==> src/pfdc_pkg.sv <==
// Shared types, widths and codes for the filtered-derivative PID core.
// Used by the register bank, controller, datapath and top level.
`timescale 1ns / 1ps

package pfdc_pkg;

    // Default number of fraction bits in gains and drive
    localparam int FRAC_BITS_DEF = 16;

    // Fixed Q1.16 scaling of filter weight and time step
    localparam int W_SHIFT = 16;
    localparam logic [16:0] WEIGHT_ONE = 17'h10000;

    // Operand and product widths
    localparam int DATA_W = 32;   // target, measured, gains
    localparam int ERR_W  = 33;   // error and filter history
    localparam int DE_W   = 34;   // error minus history, filter step
    localparam int ACC_W  = 48;   // integrator and drive
    localparam int MA_W   = 35;   // multiplier wide operand
    localparam int CH_W   = 17;   // digit width of the narrow operand
    localparam int MB_W   = CH_W + 1;
    localparam int PROD_W = MA_W + MB_W;
    localparam int OPND_W = 3 * CH_W;
    localparam int TERM_W = 80;   // one gain product, and the running sum

    // Configuration port
    localparam int CFG_AW = 6;
    localparam int CFG_DW = 64;

    // Register indexes
    localparam logic [2:0] REG_GAIN_P  = 3'd0;
    localparam logic [2:0] REG_GAIN_I  = 3'd1;
    localparam logic [2:0] REG_GAIN_D  = 3'd2;
    localparam logic [2:0] REG_FWEIGHT = 3'd3;
    localparam logic [2:0] REG_TSTEP   = 3'd4;
    localparam logic [2:0] REG_INT_MIN = 3'd5;
    localparam logic [2:0] REG_INT_MAX = 3'd6;

    // Register reset values
    localparam logic [16:0]        TSTEP_RST   = 17'd1311;
    localparam logic signed [47:0] INT_MAX_RST = 48'sd65536000000;
    localparam logic signed [47:0] INT_MIN_RST = -48'sd65536000000;

    // Saturation limits of the drive
    localparam logic [47:0] DRIVE_MAX = 48'h7FFF_FFFF_FFFF;
    localparam logic [47:0] DRIVE_MIN = 48'h8000_0000_0000;

    // Multiplier operand sources
    localparam logic [2:0] SRC_FILT = 3'd0;
    localparam logic [2:0] SRC_INT  = 3'd1;
    localparam logic [2:0] SRC_P    = 3'd2;
    localparam logic [2:0] SRC_I    = 3'd3;
    localparam logic [2:0] SRC_D    = 3'd4;

    typedef struct packed {
        logic signed [31:0] gain_p;
        logic signed [31:0] gain_i;
        logic signed [31:0] gain_d;
        logic [16:0]        fweight;
        logic [16:0]        tstep;
        logic signed [47:0] int_min;
        logic signed [47:0] int_max;
    } t_cfg;

    // Controller to datapath
    typedef struct packed {
        logic       load;      // capture a control-step beat
        logic       clear;     // empty integrator and filter history
        logic       diff;      // form error minus history, clear sum
        logic       mul_en;    // issue one multiply
        logic [2:0] src;       // operand source
        logic [1:0] chunk;     // digit of the narrow operand
        logic       first;     // first digit of a gain product
        logic       last;      // top digit of a gain product
        logic       clamp;     // clamp and store the integrator
        logic       sat_load;  // saturate sum into output register
    } t_cmd;

    // Datapath to controller
    typedef struct packed {
        logic out_free;
    } t_stat;

endpackage

==> src/pfdc_regs.sv <==
// APB-style configuration register bank of the PID core.
// Depends on pfdc_pkg for register indexes, reset values and t_cfg.
`timescale 1ns / 1ps

module pfdc_regs
    import pfdc_pkg::*;
(
    input  logic              i_clk,
    input  logic              i_rst_n,
    input  logic              psel,
    input  logic              penable,
    input  logic              pwrite,
    input  logic [CFG_AW-1:0] paddr,
    input  logic [CFG_DW-1:0] pwdata,
    output logic [CFG_DW-1:0] prdata,
    output logic              pready,
    output t_cfg              o_cfg
);

    t_cfg       r_cfg;
    logic       w_wr;
    logic [2:0] w_idx;

    assign pready = 1'b1;
    assign w_idx  = paddr[CFG_AW-1:3];
    assign w_wr   = psel && penable && pwrite;

    // Write on the access phase
    always_ff @(posedge i_clk) begin
        if (!i_rst_n) begin
            r_cfg.gain_p  <= '0;
            r_cfg.gain_i  <= '0;
            r_cfg.gain_d  <= '0;
            r_cfg.fweight <= '0;
            r_cfg.tstep   <= TSTEP_RST;
            r_cfg.int_min <= INT_MIN_RST;
            r_cfg.int_max <= INT_MAX_RST;
        end else if (w_wr) begin
            unique case (w_idx)
                REG_GAIN_P:  r_cfg.gain_p  <= pwdata[31:0];
                REG_GAIN_I:  r_cfg.gain_i  <= pwdata[31:0];
                REG_GAIN_D:  r_cfg.gain_d  <= pwdata[31:0];
                REG_FWEIGHT: r_cfg.fweight <= pwdata[16:0];
                REG_TSTEP:   r_cfg.tstep   <= pwdata[16:0];
                REG_INT_MIN: r_cfg.int_min <= pwdata[47:0];
                REG_INT_MAX: r_cfg.int_max <= pwdata[47:0];
                default: begin
                end
            endcase
        end
    end

    // Read back, zero-extended
    always_comb begin
        unique case (w_idx)
            REG_GAIN_P:  prdata = {32'b0, r_cfg.gain_p};
            REG_GAIN_I:  prdata = {32'b0, r_cfg.gain_i};
            REG_GAIN_D:  prdata = {32'b0, r_cfg.gain_d};
            REG_FWEIGHT: prdata = {47'b0, r_cfg.fweight};
            REG_TSTEP:   prdata = {47'b0, r_cfg.tstep};
            REG_INT_MIN: prdata = {16'b0, r_cfg.int_min};
            REG_INT_MAX: prdata = {16'b0, r_cfg.int_max};
            default:     prdata = '0;
        endcase
    end

    assign o_cfg = r_cfg;

endmodule

==> src/pfdc_ctrl.sv <==
// Sequencing state machine of the PID core: accepts beats and issues
// datapath commands. Depends on pfdc_pkg for t_cmd, t_stat and source codes.
`timescale 1ns / 1ps

module pfdc_ctrl
    import pfdc_pkg::*;
(
    input  logic  i_clk,
    input  logic  i_rst_n,
    input  logic  i_tvalid,
    input  logic  i_tuser,
    output logic  o_tready,
    input  t_stat i_stat,
    output t_cmd  o_cmd
);

    localparam logic [3:0] S_IDLE  = 4'd0;
    localparam logic [3:0] S_DIFF  = 4'd1;
    localparam logic [3:0] S_MFILT = 4'd2;
    localparam logic [3:0] S_MINT  = 4'd3;
    localparam logic [3:0] S_MP0   = 4'd4;
    localparam logic [3:0] S_MP1   = 4'd5;
    localparam logic [3:0] S_MI0   = 4'd6;
    localparam logic [3:0] S_MI1   = 4'd7;
    localparam logic [3:0] S_MI2   = 4'd8;
    localparam logic [3:0] S_MD0   = 4'd9;
    localparam logic [3:0] S_MD1   = 4'd10;
    localparam logic [3:0] S_DR1   = 4'd11;
    localparam logic [3:0] S_DR2   = 4'd12;
    localparam logic [3:0] S_SAT   = 4'd13;

    logic [3:0] r_state;
    logic [3:0] n_state;

    assign o_tready = (r_state == S_IDLE);

    // Advance through the step sequence, holding in S_SAT until the output is free
    always_comb begin
        unique case (r_state)
            S_IDLE:  n_state = (i_tvalid && !i_tuser) ? S_DIFF : S_IDLE;
            S_DIFF:  n_state = S_MFILT;
            S_MFILT: n_state = S_MINT;
            S_MINT:  n_state = S_MP0;
            S_MP0:   n_state = S_MP1;
            S_MP1:   n_state = S_MI0;
            S_MI0:   n_state = S_MI1;
            S_MI1:   n_state = S_MI2;
            S_MI2:   n_state = S_MD0;
            S_MD0:   n_state = S_MD1;
            S_MD1:   n_state = S_DR1;
            S_DR1:   n_state = S_DR2;
            S_DR2:   n_state = S_SAT;
            S_SAT:   n_state = i_stat.out_free ? S_IDLE : S_SAT;
            default: n_state = S_IDLE;
        endcase
    end

    always_ff @(posedge i_clk) begin
        if (!i_rst_n) begin
            r_state <= S_IDLE;
        end else begin
            r_state <= n_state;
        end
    end

    // Decode commands for the current step
    always_comb begin
        o_cmd = '0;
        unique case (r_state)
            S_IDLE: begin
                o_cmd.load  = i_tvalid && !i_tuser;
                o_cmd.clear = i_tvalid && i_tuser;
            end
            S_DIFF: begin
                o_cmd.diff = 1'b1;
            end
            S_MFILT: begin
                o_cmd.mul_en = 1'b1;
                o_cmd.src    = SRC_FILT;
            end
            S_MINT: begin
                o_cmd.mul_en = 1'b1;
                o_cmd.src    = SRC_INT;
            end
            S_MP0: begin
                o_cmd.mul_en = 1'b1;
                o_cmd.src    = SRC_P;
                o_cmd.chunk  = 2'd0;
                o_cmd.first  = 1'b1;
            end
            S_MP1: begin
                o_cmd.mul_en = 1'b1;
                o_cmd.src    = SRC_P;
                o_cmd.chunk  = 2'd1;
                o_cmd.last   = 1'b1;
                o_cmd.clamp  = 1'b1;
            end
            S_MI0: begin
                o_cmd.mul_en = 1'b1;
                o_cmd.src    = SRC_I;
                o_cmd.chunk  = 2'd0;
                o_cmd.first  = 1'b1;
            end
            S_MI1: begin
                o_cmd.mul_en = 1'b1;
                o_cmd.src    = SRC_I;
                o_cmd.chunk  = 2'd1;
            end
            S_MI2: begin
                o_cmd.mul_en = 1'b1;
                o_cmd.src    = SRC_I;
                o_cmd.chunk  = 2'd2;
                o_cmd.last   = 1'b1;
            end
            S_MD0: begin
                o_cmd.mul_en = 1'b1;
                o_cmd.src    = SRC_D;
                o_cmd.chunk  = 2'd0;
                o_cmd.first  = 1'b1;
            end
            S_MD1: begin
                o_cmd.mul_en = 1'b1;
                o_cmd.src    = SRC_D;
                o_cmd.chunk  = 2'd1;
                o_cmd.last   = 1'b1;
            end
            S_SAT: begin
                o_cmd.sat_load = i_stat.out_free;
            end
            default: begin
            end
        endcase
    end

endmodule

==> src/pfdc_dp.sv <==
// Datapath of the PID core: error, filter, integrator, shared multiplier,
// term accumulation, saturation and output register. Depends on pfdc_pkg.
`timescale 1ns / 1ps

module pfdc_dp
    import pfdc_pkg::*;
#(
    parameter int FRAC_BITS = FRAC_BITS_DEF
) (
    input  logic              i_clk,
    input  logic              i_rst_n,
    input  t_cmd              i_cmd,
    input  t_cfg              i_cfg,
    input  logic [DATA_W-1:0] i_target,
    input  logic [DATA_W-1:0] i_measured,
    output t_stat             o_stat,
    output logic              o_tvalid,
    input  logic              i_tready,
    output logic [ACC_W-1:0]  o_drive
);

    // Working registers
    logic signed [ERR_W-1:0]  r_err;
    logic signed [DE_W-1:0]   r_de;
    logic signed [DE_W-1:0]   r_dd;
    logic signed [ERR_W-1:0]  r_last;
    logic signed [ACC_W-1:0]  r_integ;
    logic signed [ACC_W:0]    r_accraw;

    // Product stage and its tag
    logic signed [PROD_W-1:0] r_prod;
    logic                     r_pv;
    logic [2:0]               r_psrc;
    logic [1:0]               r_pk;
    logic                     r_pfirst;
    logic                     r_plast;

    // Term and sum accumulators
    logic signed [TERM_W-1:0] r_term;
    logic                     r_cv;
    logic signed [TERM_W-1:0] r_sum;

    // Output register
    logic                     r_ovalid;
    logic [ACC_W-1:0]         r_drive;

    logic [16:0]              w_weight;
    logic signed [MA_W-1:0]   w_ma;
    logic signed [MB_W-1:0]   w_mb;
    logic signed [PROD_W-1:0] w_prod;
    logic [OPND_W-1:0]        w_opnd;
    logic [CH_W-1:0]          w_digit;
    logic signed [DE_W-1:0]   w_pshift;
    logic                     w_is_term;
    logic signed [TERM_W-1:0] w_part;
    logic signed [TERM_W-1:0] w_part_sh;
    logic signed [ACC_W:0]    w_hi;
    logic signed [ACC_W:0]    w_lo;
    logic signed [ACC_W:0]    w_t1;
    logic signed [ACC_W:0]    w_t2;
    logic [TERM_W-ACC_W:0]    w_top;
    logic [ACC_W-1:0]         w_sat;

    // Limit the filter weight to one
    assign w_weight = (i_cfg.fweight > WEIGHT_ONE) ? WEIGHT_ONE : i_cfg.fweight;

    // Select multiplier operands
    always_comb begin
        case (i_cmd.src)
            SRC_P:   w_opnd = {{(OPND_W-ERR_W){r_err[ERR_W-1]}}, r_err};
            SRC_I:   w_opnd = {{(OPND_W-ACC_W){r_integ[ACC_W-1]}}, r_integ};
            default: w_opnd = {{(OPND_W-DE_W){r_dd[DE_W-1]}}, r_dd};
        endcase
        case (i_cmd.chunk)
            2'd0:    w_digit = w_opnd[CH_W-1:0];
            2'd1:    w_digit = w_opnd[2*CH_W-1:CH_W];
            default: w_digit = w_opnd[3*CH_W-1:2*CH_W];
        endcase
        case (i_cmd.src)
            SRC_FILT: begin
                w_ma = {r_de[DE_W-1], r_de};
                w_mb = {1'b0, w_weight};
            end
            SRC_INT: begin
                w_ma = {{(MA_W-ERR_W){r_err[ERR_W-1]}}, r_err};
                w_mb = {1'b0, i_cfg.tstep};
            end
            SRC_P: begin
                w_ma = {{(MA_W-DATA_W){i_cfg.gain_p[DATA_W-1]}}, i_cfg.gain_p};
                w_mb = i_cmd.last ? {w_digit[CH_W-1], w_digit} : {1'b0, w_digit};
            end
            SRC_I: begin
                w_ma = {{(MA_W-DATA_W){i_cfg.gain_i[DATA_W-1]}}, i_cfg.gain_i};
                w_mb = i_cmd.last ? {w_digit[CH_W-1], w_digit} : {1'b0, w_digit};
            end
            default: begin
                w_ma = {{(MA_W-DATA_W){i_cfg.gain_d[DATA_W-1]}}, i_cfg.gain_d};
                w_mb = i_cmd.last ? {w_digit[CH_W-1], w_digit} : {1'b0, w_digit};
            end
        endcase
    end

    assign w_prod = w_ma * w_mb;

    // Register the product with its tag
    always_ff @(posedge i_clk) begin
        if (!i_rst_n) begin
            r_pv <= 1'b0;
        end else begin
            r_pv <= i_cmd.mul_en;
        end
        if (i_cmd.mul_en) begin
            r_prod   <= w_prod;
            r_psrc   <= i_cmd.src;
            r_pk     <= i_cmd.chunk;
            r_pfirst <= i_cmd.first;
            r_plast  <= i_cmd.last;
        end
    end

    // Product floored by the Q1.16 scale
    assign w_pshift  = r_prod[W_SHIFT+DE_W-1:W_SHIFT];
    assign w_is_term = (r_psrc == SRC_P) || (r_psrc == SRC_I) || (r_psrc == SRC_D);

    // Error capture, difference, filter step and integrator sum
    always_ff @(posedge i_clk) begin
        if (i_cmd.load) begin
            r_err <= {i_target[DATA_W-1], i_target} - {i_measured[DATA_W-1], i_measured};
        end
        if (i_cmd.diff) begin
            r_de <= {r_err[ERR_W-1], r_err} - {r_last[ERR_W-1], r_last};
        end
        if (r_pv && r_psrc == SRC_FILT) begin
            r_dd <= w_pshift;
        end
        if (r_pv && r_psrc == SRC_INT) begin
            r_accraw <= {r_integ[ACC_W-1], r_integ}
                      + {{(ACC_W+1-DE_W){w_pshift[DE_W-1]}}, w_pshift};
        end
    end

    // Clamp the integrator: upper bound first, lower bound wins
    assign w_hi = {i_cfg.int_max[ACC_W-1], i_cfg.int_max};
    assign w_lo = {i_cfg.int_min[ACC_W-1], i_cfg.int_min};
    assign w_t1 = (r_accraw > w_hi) ? w_hi : r_accraw;
    assign w_t2 = (w_t1 < w_lo) ? w_lo : w_t1;

    // Controller state: integrator and filter history
    always_ff @(posedge i_clk) begin
        if (!i_rst_n) begin
            r_integ <= '0;
            r_last  <= '0;
        end else if (i_cmd.clear) begin
            r_integ <= '0;
            r_last  <= '0;
        end else begin
            if (i_cmd.clamp) begin
                r_integ <= w_t2[ACC_W-1:0];
            end
            if (r_pv && r_psrc == SRC_FILT) begin
                r_last <= r_last + w_pshift[ERR_W-1:0];
            end
        end
    end

    // Weight each digit product and build up the gain product
    assign w_part = {{(TERM_W-PROD_W){r_prod[PROD_W-1]}}, r_prod};

    always_comb begin
        case (r_pk)
            2'd0:    w_part_sh = w_part;
            2'd1:    w_part_sh = w_part <<< CH_W;
            default: w_part_sh = w_part <<< (2 * CH_W);
        endcase
    end

    always_ff @(posedge i_clk) begin
        if (!i_rst_n) begin
            r_cv <= 1'b0;
        end else begin
            r_cv <= r_pv && w_is_term && r_plast;
        end
        if (r_pv && w_is_term) begin
            r_term <= (r_pfirst ? '0 : r_term) + w_part_sh;
        end
        if (i_cmd.diff) begin
            r_sum <= '0;
        end else if (r_cv) begin
            r_sum <= r_sum + (r_term >>> FRAC_BITS);
        end
    end

    // Saturate to the 48-bit drive range
    assign w_top = r_sum[TERM_W-1:ACC_W-1];
    assign w_sat = ((&w_top) || !(|w_top)) ? r_sum[ACC_W-1:0]
                 : (r_sum[TERM_W-1] ? DRIVE_MIN : DRIVE_MAX);

    // Hold the result until the receiver takes it
    always_ff @(posedge i_clk) begin
        if (!i_rst_n) begin
            r_ovalid <= 1'b0;
        end else if (i_cmd.sat_load) begin
            r_ovalid <= 1'b1;
        end else if (i_tready) begin
            r_ovalid <= 1'b0;
        end
        if (i_cmd.sat_load) begin
            r_drive <= w_sat;
        end
    end

    assign o_stat.out_free = !r_ovalid || i_tready;
    assign o_tvalid        = r_ovalid;
    assign o_drive         = r_drive;

endmodule

==> src/pid_filtered_derivative_clamped_core.sv <==
// PID controller with low-pass filtered derivative and clamped integrator.
//
// Input stream (s_axis): one beat per command. tuser[0] selects the
// command: 0 runs a control step, 1 clears the integrator and the filter
// history. tdata carries target (bits 31:0) and measured (bits 63:32),
// both signed with FRAC_BITS fraction bits.
// Output stream (m_axis): one beat per control step, none for a clear;
// tdata[47:0] is the saturated drive.
// Configuration (APB): seven registers at byte addresses 8*i, written in
// the access phase; reads return the values. The user must write them
// only while no step is in flight; the block does not enforce it.
// A step runs error, nine passes through one shared 35x18 multiplier,
// clamp, drain and saturate steps, waiting to saturate while the output
// register is full; no beat is taken until it ends. A clear does not occupy the block.
// Reset (synchronous, active low) clears integrator, history and any
// pending result and loads the register defaults.
// A stalled receiver holds the output register; the next beat is still
// accepted and computed, and waits for the register to empty.
`timescale 1ns / 1ps

module pid_filtered_derivative_clamped_core
    import pfdc_pkg::*;
#(
    parameter int FRAC_BITS = FRAC_BITS_DEF
) (
    input  logic              i_clk,
    input  logic              i_rst_n,
    // Command stream
    input  logic              s_axis_tvalid,
    output logic              s_axis_tready,
    input  logic [63:0]       s_axis_tdata,   // [31:0] target, [63:32] measured
    input  logic [0:0]        s_axis_tuser,   // [0] cmd
    // Result stream
    output logic              m_axis_tvalid,
    input  logic              m_axis_tready,
    output logic [47:0]       m_axis_tdata,   // [47:0] drive
    // Configuration
    input  logic              psel,
    input  logic              penable,
    input  logic              pwrite,
    input  logic [CFG_AW-1:0] paddr,
    input  logic [CFG_DW-1:0] pwdata,
    output logic [CFG_DW-1:0] prdata,
    output logic              pready
);

    t_cfg  w_cfg;
    t_cmd  w_cmd;
    t_stat w_stat;

    pfdc_regs u_regs (
        .i_clk   (i_clk),
        .i_rst_n (i_rst_n),
        .psel    (psel),
        .penable (penable),
        .pwrite  (pwrite),
        .paddr   (paddr),
        .pwdata  (pwdata),
        .prdata  (prdata),
        .pready  (pready),
        .o_cfg   (w_cfg)
    );

    pfdc_ctrl u_ctrl (
        .i_clk    (i_clk),
        .i_rst_n  (i_rst_n),
        .i_tvalid (s_axis_tvalid),
        .i_tuser  (s_axis_tuser[0]),
        .o_tready (s_axis_tready),
        .i_stat   (w_stat),
        .o_cmd    (w_cmd)
    );

    pfdc_dp #(
        .FRAC_BITS (FRAC_BITS)
    ) u_dp (
        .i_clk      (i_clk),
        .i_rst_n    (i_rst_n),
        .i_cmd      (w_cmd),
        .i_cfg      (w_cfg),
        .i_target   (s_axis_tdata[31:0]),
        .i_measured (s_axis_tdata[63:32]),
        .o_stat     (w_stat),
        .o_tvalid   (m_axis_tvalid),
        .i_tready   (m_axis_tready),
        .o_drive    (m_axis_tdata)
    );

    // Never overwrite a result that the receiver has not taken
    a_load_free: assert property (@(posedge i_clk) disable iff (!i_rst_n)
        w_cmd.sat_load |-> w_stat.out_free)
        else $error("result loaded over a pending beat");

    // A control step keeps the input closed on the next cycle
    a_step_busy: assert property (@(posedge i_clk) disable iff (!i_rst_n)
        (s_axis_tvalid && s_axis_tready && !s_axis_tuser[0]) |=> !s_axis_tready)
        else $error("input reopened during a control step");

    // A clear completes at once and leaves the input open
    a_clear_quick: assert property (@(posedge i_clk) disable iff (!i_rst_n)
        (s_axis_tvalid && s_axis_tready && s_axis_tuser[0]) |=> s_axis_tready)
        else $error("clear beat stalled the input");

    // The multiplier runs only while a step is in flight
    a_mul_busy: assert property (@(posedge i_clk) disable iff (!i_rst_n)
        w_cmd.mul_en |-> !s_axis_tready)
        else $error("multiply issued while idle");

endmodule

==> config.mk <==
export PLATFORM = sky130hd
export DESIGN_NAME = pid_filtered_derivative_clamped_core
export DESIGN_NICKNAME = d
export VERILOG_FILES = /design/src/pfdc_pkg.sv /design/src/pfdc_regs.sv /design/src/pfdc_ctrl.sv /design/src/pfdc_dp.sv /design/src/pid_filtered_derivative_clamped_core.sv
export SDC_FILE = /design/constraint.sdc
export NUM_CORES = 2
export LEC_CHECK = 0
export BUFFER_PORTS_ARGS = -buffer_cell sky130_fd_sc_hd__buf_2
export CORE_MARGIN = 1.5
export CORE_UTILIZATION = 58
export CTS_CLUSTER_DIAMETER = 50
export DETAILED_ROUTE_END_ITERATION = 6
export PLACE_DENSITY = 0.78
export SETUP_SLACK_MARGIN = 0.1
export SYNTH_ARGS = -nofsm -noshare
export SYNTH_HDL_FRONTEND = slang
export SYNTH_SLANG_ARGS = --single-unit
==> constraint.sdc <==
create_clock -name i_clk -period 8.4 [get_ports i_clk]
set_input_delay 0.84 -clock i_clk [delete_from_list [all_inputs] [get_ports i_clk]]
set_output_delay 0.84 -clock i_clk [all_outputs]
set_load 0.01 [all_outputs]
* Word level (Yosys, flattened, before mapping)
Cells that the tools add are included.
** Word-level totals
- Register bits after elaboration :: 732
** Operators by class
- Add/subtract/negate cells :: 6
- Multiply operators :: 1
- Order comparisons :: 3
- Eq/ne operators :: 28
- Multiplexer cells :: 26
- Bitwise gates (word level) :: 1
- Reductions and logical operators :: 38
** Operators by type and width (count)
- $pmux 48 s7 :: 1
- $pmux 80 s2 :: 1
- $mux 48 :: 3
- $pmux 35 s4 :: 1
- $pmux 51 s2 :: 1
- $add 80x64->80 :: 1
- $add 80x80->80 :: 1
- $mux 80 :: 1
- $pmux 4 s14 :: 1
- $mul 35x18->53 :: 1
- $add 48x34->49 :: 1
- $gt 49x48->1 :: 1
- $lt 49x48->1 :: 1
- $mux 49 :: 1
- $pmux 18 s2 :: 1
- $pmux 17 s2 :: 1
- $sub 33x33->34 :: 1
- $add 33x33->33 :: 1
- $reduce_and 33->1 :: 1
- $reduce_or 33->1 :: 1
- $sub 32x32->33 :: 1
- $eq 4x4->1 const B :: 6
- $pmux 4 s5 :: 1
- $eq 3x2->1 const B :: 6
- other kinds (24) :: 67

* Longest topological paths before layout
- Depth in word-level cells :: 9
- Depth in mapped cells :: 39
- Depth with buffers taken out :: 35

* By module
Synthesis repeated with hierarchy kept, for this count alone.
** Unflattened totals
- Cell total of the unflattened synthesis :: 8067
- Area, all modules :: 71956.5 µm²
** By module, submodules not included
- pfdc_dp :: instances 1, cells an instance 6956, area an instance 61440.2 µm², seq. area each 13432.9 µm²
- pfdc_regs :: instances 1, cells an instance 1058, area an instance 10141.0 µm², seq. area each 4524.3 µm²
- pfdc_ctrl :: instances 1, cells an instance 53, area an instance 375.4 µm², seq. area each 80.1 µm²

* Least setup slack after synthesis
No wires, ideal clock.
- Path kind :: register to register
- Start :: register u_ctrl.r_state[0]
- End :: register u_dp.r_prod[51], data pin
- Library setup time :: 0.262 ns
- Arrival time :: 8.144 ns
- Path slack :: -0.005 ns
- Cell stages (with the launch flop) :: 37
- Period minus slack after synthesis :: 8.405 ns
- Cell sequence :: dfxtp_1 -> buf_2 -> or2_1 -> buf_2 -> or2_1 -> nand2_1 -> buf_2 -> a221o_1 -> nor2_1 -> or3_1 -> a22oi_2 -> clkbuf_1 -> nand2_1 -> fa_1 -> inv_1 -> fa_1 -> inv_1 -> fa_1 -> inv_1 -> fa_1 -> fa_1 -> inv_1 -> fa_1 -> inv_1 -> ha_1 -> a21oi_1 -> o211ai_1 -> a221oi_1 -> nor2_1 -> a2111oi_0 -> o21ai_1 -> a221oi_2 -> o21ai_1 -> a21oi_1 -> a211o_1 -> o21ai_1 -> xor2_1
** Between the ends
- Word-level cells in the longest chain between the ends :: 9
- Elaborated cells between the ends (all ways) :: 29
** Ends and longest elaborated chain
- start: declaration :: RTL line pfdc_ctrl.sv:32 : logic [3:0] r_state;
- start signal: assignment :: RTL line pfdc_ctrl.sv:62 : r_state <= n_state;
- $eq 4x3->1 / $eq 4x4->1 (equally long branches) :: RTL line pfdc_ctrl.sv:69 : unique case (r_state)
- $reduce_or 3->1 (no source line) / $reduce_or 2->1 (equally long branches)
- $pmux 4 s5 :: RTL line pfdc_ctrl.sv:69
- $eq 3x2->1 :: RTL line pfdc_dp.sv:69, pfdc_dp.sv:79
- $pmux 51 s2 :: RTL line pfdc_dp.sv:69 : case (i_cmd.src)
- $pmux 17 s2 :: RTL line pfdc_dp.sv:74 : case (i_cmd.chunk)
- $mux 18 :: RTL line pfdc_dp.sv:90, pfdc_dp.sv:94, pfdc_dp.sv:98
- $pmux 18 s2 :: RTL line pfdc_dp.sv:79 : case (i_cmd.src)
- $mul 35x18->53 * :: RTL line pfdc_dp.sv:103 : assign w_prod = w_ma * w_mb;
- named net u_dp.w_prod[51] :: RTL line pfdc_dp.sv:50 : logic signed [PROD_W-1:0] w_prod;
- end signal: assignment :: RTL line pfdc_dp.sv:113 : r_prod <= w_prod;
- end: declaration :: RTL line pfdc_dp.sv:31 : logic signed [PROD_W-1:0] r_prod;
Mark *: on every way through the listed nets, which the timed path passes. The rest lies on a longest branch.
A chain may end at the register's enable or synchronous reset.

==> impl_metrics.toml <==
[drt]
viasPerCell = 6.07
vias = 62900
top_layer_used = "met5"
drcViolationCount = 0
wl_met2_um = 109000
wl_met3_um = 24600
wl_per_cell_um = 23.2
met1_length_um = 94700
first_iter_violations = 6108
ant_nets = 0
drt_pre_antenna_iters = 7
wl_um = 240000

[synth]
yosysTopAreaCellShare = 0.170
syn_avg_cell_area_sq_um = 8.62
synthArstFlopShare = 0
synth_edf_count = 338
synth_top_area_cell = "fa_1"
synth.distinct_cells = 108
yosysWarnings = 0
ys_ff_latch = 732
ys.flop_type = "dfxtp_1"
synthCells = 8128
netlist_area_sq_mm = 0.0700
yosys-top-cells-area = "fa_1, edfxtp_1, dfxtp_1, ha_1, nand2_1"
yosysSeqAreaShare = 0.258

[hold_path]
holdPathStages = 3
hold-path-endpoint = "u_regs.o_cfg[33]$_SDFFE_PN1P_"
hp-class = "input port to register"
hp-start = "pwdata[33]"

[clock_network]
cts_tree = "done"
numCtsBuffers = 100
clk_latency_ns = 0.75
cts-root-buf = "clkbuf_16"
clk_path_buf_depth = 3
clk_pin_slew_ns = 0.06
clkSinkCount = 732
cts_hold_buf = 0
cts_max_level = 3

[power]
p_leak_nw = 37.2
pwr-share-seq = 0.322
finalPower_mw = 13.8
clock_power_share = 0.317
peakVddDrop_mv = 0.235
swShare = 0.369
p_per_area_mw_per_mm2 = 169
power_frac_comb = 0.361
netSwitchingPower_mw = 5.08
p_int_mw = 8.68

[critical_path]
r2r_end = "u_dp.r_prod[49]$_DFFE_PN_"
r2r_cells = 39
cp_common_cell = "fa_1"
critPathKind = "register to register"
slowest_stage = "fa_2"
endpoint_kind = "register"
critical_path.max_fanout = 6
crit_required_ns = 8.88
reg2reg_slack_ns = -0.12
slowest_delay_ns = 0.59
critPathLaunchType = "register"
r2r-start = "u_ctrl.r_state[0]$_SDFF_PN0_"
cp.arrival_ns = 9.00

[sta]
setup_ws_ns = -0.122
slew_viol_final = 0
rsz0062_at_grt = "true"
fmax_ghz = 0.117
hold_viol_final = 0
period_minus_slack_ns = 8.52
final.setup.tns_ns = -0.400
clock_skew_ns = 0.0699
slew_headroom = 0.243
final-setup-viol-count = 4
fin_crit_sh = 1.01
tightest_slew_ns = 1.13

[die]
core_area_sq_mm = 0.120
die_area_sq_mm = 0.123
die_h_um = 350
initial_core_util = 0.584
die_w_um = 350
row_count = 127
pin_count = 257

[layout]
drive_above_1_share = 0.140
fin_cells = 10400
fin_nets = 9917
final_util = 0.680
syn2layout_area_growth_pct = 16.3

[grt]
grt_usage = 0.384
grt_overflow = 0
grt_max_degree = 101
grt_pass1_vias = 61000
antenna_found_initial = 14
grt_pass1_wl_um = 358000

[place]
dp.cells = 10100
place.gp.congestion = 1.01
dp_slack_ns = -0.526
hpwl_um = 186000
io_buffers = 220

[status]
outcome = "finished, violations left"
violations = "setup timing"

[job]
maxCapViolations = 0
-- logic make-up after synthesis --
family	after synthesis	synth area share
xor gates and xnor gates	319	0.0399
other	2	0.000107
AOI/OAI and AO/OA	1901	0.175
muxes	191	0.0283
buffers and inverters	1373	0.0764
adders and majority gates	1122	0.264
DFF	732	0.258
and+or+nand+nor	2488	0.159
-- Yosys cell counts, types with 183 or more instances --
cell      number
inv_1        983
a21o_1       265
dfxtp_1      394
clkbuf_1     273
ha_1         526
xnor2_1      222
fa_1         596
nor2_1       424
o21ai_0      277
nor2b_1      183
a21oi_1      648
nand2_1     1315
edfxtp_1     338
-- worst max path at each step --
stage	startpoint	end	slack, ns	depth (start not counted)
2_1_floorplan	u_ctrl.r_state[0]$_SDFF_PN0_	u_dp.r_prod[51]$_DFFE_PN_	0.11	39
3_3_place_gp	u_ctrl.r_state[2]$_SDFF_PN0_	u_dp.r_prod[51]$_DFFE_PN_	-0.42	37
3_5_place_dp	u_ctrl.r_state[2]$_SDFF_PN0_	u_dp.r_prod[51]$_DFFE_PN_	-0.53	39
4_1_cts	u_ctrl.r_state[0]$_SDFF_PN0_	u_dp.r_prod[51]$_DFFE_PN_	0.08	38
5_1_grt	u_ctrl.r_state[0]$_SDFF_PN0_	u_dp.r_prod[49]$_DFFE_PN_	-0.33	38
6_report	u_ctrl.r_state[0]$_SDFF_PN0_	u_dp.r_prod[49]$_DFFE_PN_	-0.12	39
-- layer usage --
layer	up-vias	track usage
met5	-	0
li1	28500	-
met2	3086	0.605
met1	30700	0.505
met3	609	0.0840
met4	14	0.177
-- critical path, delay by kind of cell, from the launching register on --
kind            cells  cell delay (ns)
simple gates        7             0.84
xor+xnor            1             0.08
flops               1             0.32
buf+inv            11             1.36
fa+ha+maj           7             3.14
compound gates     13             2.52
-- area by class of cell --
| type | instances | area (sq um) |
|---|---|---|
| Clock inverter | 61 | 674 |
| Fill cell | 9728 | 38400 |
| Timing Repair Buffer | 792 | 6420 |
| Sequential cell | 732 | 18000 |
| Clock buffer | 128 | 2780 |
| Antenna cell | 7 | 17.5 |
| Tap cell | 1612 | 2020 |
| Multi-Input combinational cell | 6038 | 47700 |
| Inverter | 989 | 3720 |
-- per-stage QoR --
step           hold slack [ns]  instance area (sq um)
3_5_place_dp             0.446                  76500
6_report                 0.331                  81400
3_3_place_gp             0.443                  76500
5_1_grt                  0.328                  81400
4_1_cts                  0.302                  80700
2_1_floorplan            0.436                  70100
-- flip-flops by register name, indices dropped and copies added, names as in the netlist, 33 cells and up --
signal,cells
u_dp.r_integ,48
u_dp.r_last,33
u_dp.r_sum,80
u_dp.r_de,34
u_dp.r_err,33
u_dp.r_prod,53
u_dp.o_drive,48
u_dp.r_term,80
u_dp.r_dd,34
u_regs.o_cfg,226
u_dp.r_accraw,49
-- cells in the final DEF, fill, tap and decap left out, types with 107 or more instances in the layout --
master and count:
a21o_1 265, xnor2_1 221, inv_1 968, clkbuf_16 107
dfxtp_1 390, ha_1 510, nor2b_1 181, a21oi_1 623
mux2i_1 178, o21ai_0 270, nand2_1 1297, nor2_1 405
buf_2 220, buf_4 480, edfxtp_1 338, and2_1 111
fa_1 579
-- power by group through the flow --
| stage | Sequential, mW | Clock (mW) | Combinational (mW) |
|---|---|---|---|
| 6_report | 4.43 | 4.37 | 4.96 |
| 4_1_cts | 4.40 | 4.39 | 4.79 |
| 3_3_place_gp | 4.47 | 0 | 4.55 |
| 2_1_floorplan | 4.27 | 0 | 3.08 |
| 5_1_grt | 4.41 | 4.53 | 5.42 |
| 3_5_place_dp | 4.47 | 0 | 4.68 |
-- repair_timing --
action                                  in CTS  in global routing
pin swaps                                   54                 58
endpoints found under the setup margin      17                 22
buffers inserted                            15                 25
gates cloned                                 2                  4
gates resized for setup                    108                115
Note: power is estimated with default switching activity, not from simulation.
